[config.mk]
export PLATFORM = sky130hd
export DESIGN_NAME = ids_ram
export DESIGN_NICKNAME = d
export VERILOG_FILES = /design/src/sv/ids_ram.sv
export SDC_FILE = /design/constraint.sdc
export NUM_CORES = 1
export LEC_CHECK = 0
export ABC_AREA = 1
export BUFFER_PORTS_ARGS = -buffer_cell sky130_fd_sc_hd__buf_2
export CORE_MARGIN = 3
export CORE_UTILIZATION = 40
export CTS_CLUSTER_DIAMETER = 30
export DETAILED_ROUTE_END_ITERATION = 7
export PLACE_DENSITY = 0.66
export RECOVER_POWER = 50
export SKIP_LAST_GASP = 1
export SLEW_MARGIN = 10
export SYNTH_ARGS = -nofsm -noshare
export SYNTH_HDL_FRONTEND = slang
export SYNTH_SLANG_ARGS = --single-unit
[constraint.sdc]
create_clock -name clk -period 1.8 [get_ports clk]
set_input_delay 0.54 -clock clk [delete_from_list [all_inputs] [get_ports clk]]
set_output_delay 0.54 -clock clk [all_outputs]
set_load 0.005 [all_outputs]
[src/sv/ids_ram.sv]
`timescale 1ns / 1ps
// ----------------------------------------------------------------------------
// ids_ram: generic simple dual-port RAM
// One write port and one read port; read data is registered and returns the
// old contents when the same address is written in that cycle.
// ----------------------------------------------------------------------------
module ids_ram #(
	parameter int WIDTH = 8,
	parameter int DEPTH = 16
) (
	input  logic                     clk,
	input  logic                     we,
	input  logic [$clog2(DEPTH)-1:0] waddr,
	input  logic [WIDTH-1:0]         wdata,
	input  logic [$clog2(DEPTH)-1:0] raddr,
	output logic [WIDTH-1:0]         rdata
);

	logic [WIDTH-1:0] mem [DEPTH];

	// Write port.
	always_ff @(posedge clk) begin
		if (we) begin
			mem[waddr] <= wdata;
		end
	end

	// Registered read port.
	always_ff @(posedge clk) begin
		rdata <= mem[raddr];
	end

endmodule

==> results.json <==
{
  "status": "completed",
  "netlist_area_mm2": 0.00577,
  "cts_setup_buffers": 0,
  "drv_cap": 0,
  "clock-sinks": 136,
  "synth_xor_area_share_pct": 0,
  "synth_seq_cells": 136,
  "wire_per_inst_um": 16.1,
  "initial_core_util_pct": 41.2,
  "hold_violations": 0,
  "cts_buffers": 17,
  "syn-instance-count": 551,
  "most-common-layout-cells": "173 x nand2_1, 128 x edfxtp_1, 100 x inv_1",
  "cp.required_ps": 1260,
  "finalCriticalPeriod_ps": 1460,
  "fp.coreArea_mm2": 0.0140,
  "crit_path_start_kind": "flop",
  "cts_resized": 0,
  "cp_top_family": "flip-flops",
  "period_share_pct": 80.9,
  "final_core_util_pct": 49.0,
  "fin_nets": 613,
  "drc": 0,
  "leakagePower_nw": 2.96,
  "drt_wl_total_um": 12700,
  "setup_tns_ps": 0,
  "r2r_cells": 6,
  "drive_above_1_share_pct": 11.3,
  "max_stage_delay_ps": 370,
  "rows": 43,
  "first_iter_violations": 301,
  "overflow": 0,
  "tightest_slew_ps": 795,
  "first_pass_iters": 5,
  "clock_latency_ps": 420,
  "yosysUniqueCellTypes": 12,
  "ir_drop_mv": 0.599,
  "grt_usage_pct": 17.0,
  "post_synth_mux_area_share_pct": 0,
  "fp.dieH_um": 126,
  "clockBufferDepth": 2,
  "syn_avg_cell_area_um2": 10.5,
  "antenna-diode-count": 0,
  "synth_compound_area_share_pct": 0,
  "die_area_mm2": 0.0159,
  "postCtsHoldBufs": 0,
  "hp-class": "input port to flop",
  "grt_max_degree": 65,
  "rsz0062_at_grt": "false",
  "critical_path_class": "flop to primary output",
  "min_from": "raddr[3]",
  "slew-limit-headroom_pct": 47.0,
  "synth_seq_area_share_pct": 69.4,
  "reg2reg_slack_ps": 820,
  "synth_top_family_by_area": "simple AND/OR/NAND/NOR gates",
  "power_density_mw_per_mm2": 1170,
  "r2r_end": "rdata[5]",
  "synth_nets": 569,
  "antenna_found_initial": 0,
  "io_pins": 26,
  "r2r-start": "mem[7][5]",
  "fp.dieW_um": 126,
  "cp_cell_sequence": "buf_2",
  "yosys_warnings": 0,
  "final_common_cell": "nand2_1",
  "clk_pin_slew_ps": 60,
  "hpwlAfterDp_um": 7760,
  "min_to": "rdata[3]",
  "hold_ws_ps": 504,
  "tritoncts": "done",
  "yosys.area_share.simple_pct": 21.0,
  "hold_depth": 3,
  "ant_nets": 0,
  "fin_skew_ps": 6.41,
  "cts-root-buf": "clkbuf_16",
  "vias": 3860,
  "gp_congestion": 0.758,
  "syn2layout_area_growth_pct": 18.8,
  "cp_max_fo": 1,
  "crit_arrival_ps": 920,
  "critPathBufInv": 1,
  "end_kind": "primary output",
  "slew_viol_final": 0,
  "cts_max_level": 4,
  "grt_first_pass_wirelength_um": 20400,
  "slowest_stage": "dfxtp_1",
  "synth_fa_ha_area_share_pct": 0,
  "avgViaCountPerCell": 4.90,
  "grt_pass1_vias": 3967,
  "setup_violations": 0,
  "fmaxAchievable_mhz": 687,
  "port-buffer-count": 25
}
-- synthesized netlist by cell type --
cell | number | area share, %
inv_2 | 2 | 0.13
inv_1 | 100 | 6.5
buf_2 | 13 | 1.1
nand3b_1 | 2 | 0.26
nor2_1 | 17 | 1.1
nand3_1 | 97 | 8.4
buf_4 | 4 | 0.52
dfxtp_1 | 8 | 2.8
edfxtp_1 | 128 | 67
buf_1 | 1 | 0.065
nand2_1 | 173 | 11
buf_6 | 6 | 1.2
-- metal layers --
metal / part of all wire [%] / up-vias / wire [µm] / GRT usage (%)
met3: 6.3 / 21 / 793 / 4.07
met5: 0 / - / 0 / 0
met1: 42 / 1842 / 5300 / 20.6
met2: 50 / 136 / 6310 / 28.8
met4: 2.1 / 0 / 261 / 7.44
li1: - / 1861 / - / -
-- how the worst max path moves through the flow --
stage	slack, ps	cells after the start	endpoint	startpoint
after global routing	300	1	rdata[4]	rdata[4]
after floorplan	310	2	mem[10][0]	waddr[2]
final	340	1	rdata[4]	rdata[4]
after CTS	310	1	rdata[2]	rdata[2]
after global placement	260	8	rdata[5]	raddr[0]
after detailed placement	260	7	rdata[4]	raddr[0]
-- layout make-up --
class	instances	area, µm²
Clock buffer	20	437
Clock inverter	12	248
Fill cell	1234	7140
Inverter	102	383
Multi-Input combinational cell	289	1210
Sequential cell	136	4000
Tap cell	180	225
Timing Repair Buffer	49	340
-- sequential cells by signal (all words and copies together) (netlist names) --
signal / flops
mem: 128
rdata: 8
-- power breakdown --
part	internal [mW]	total [mW]	leakage, nW	switching (mW)
clock	2.74	4.00	0.326	1.27
sequential	3.54	3.56	1.22	0.0221
combinational	0.136	0.426	1.41	0.290
total	6.42	7.99	2.96	1.58
-- kinds of logic (layout without fill, tap and decap cells) --
family | count (synthesis) | count (layout)
AND/OR/NAND/NOR | 289 | 289
flip-flops | 136 | 136
buffers and inverters | 126 | 183
-- per-stage QoR --
stage	instances	worst slack (ps)	total power [mW]	cell area [µm²]
after global placement	756	259	4.05	6180
final	788	343	7.99	6850
after detailed placement	756	256	4.06	6180
after global routing	788	300	8.24	6850
after CTS	788	311	8.05	6870
after floorplan	551	309	3.87	5770
Note: power is estimated with default switching activity, not from simulation.
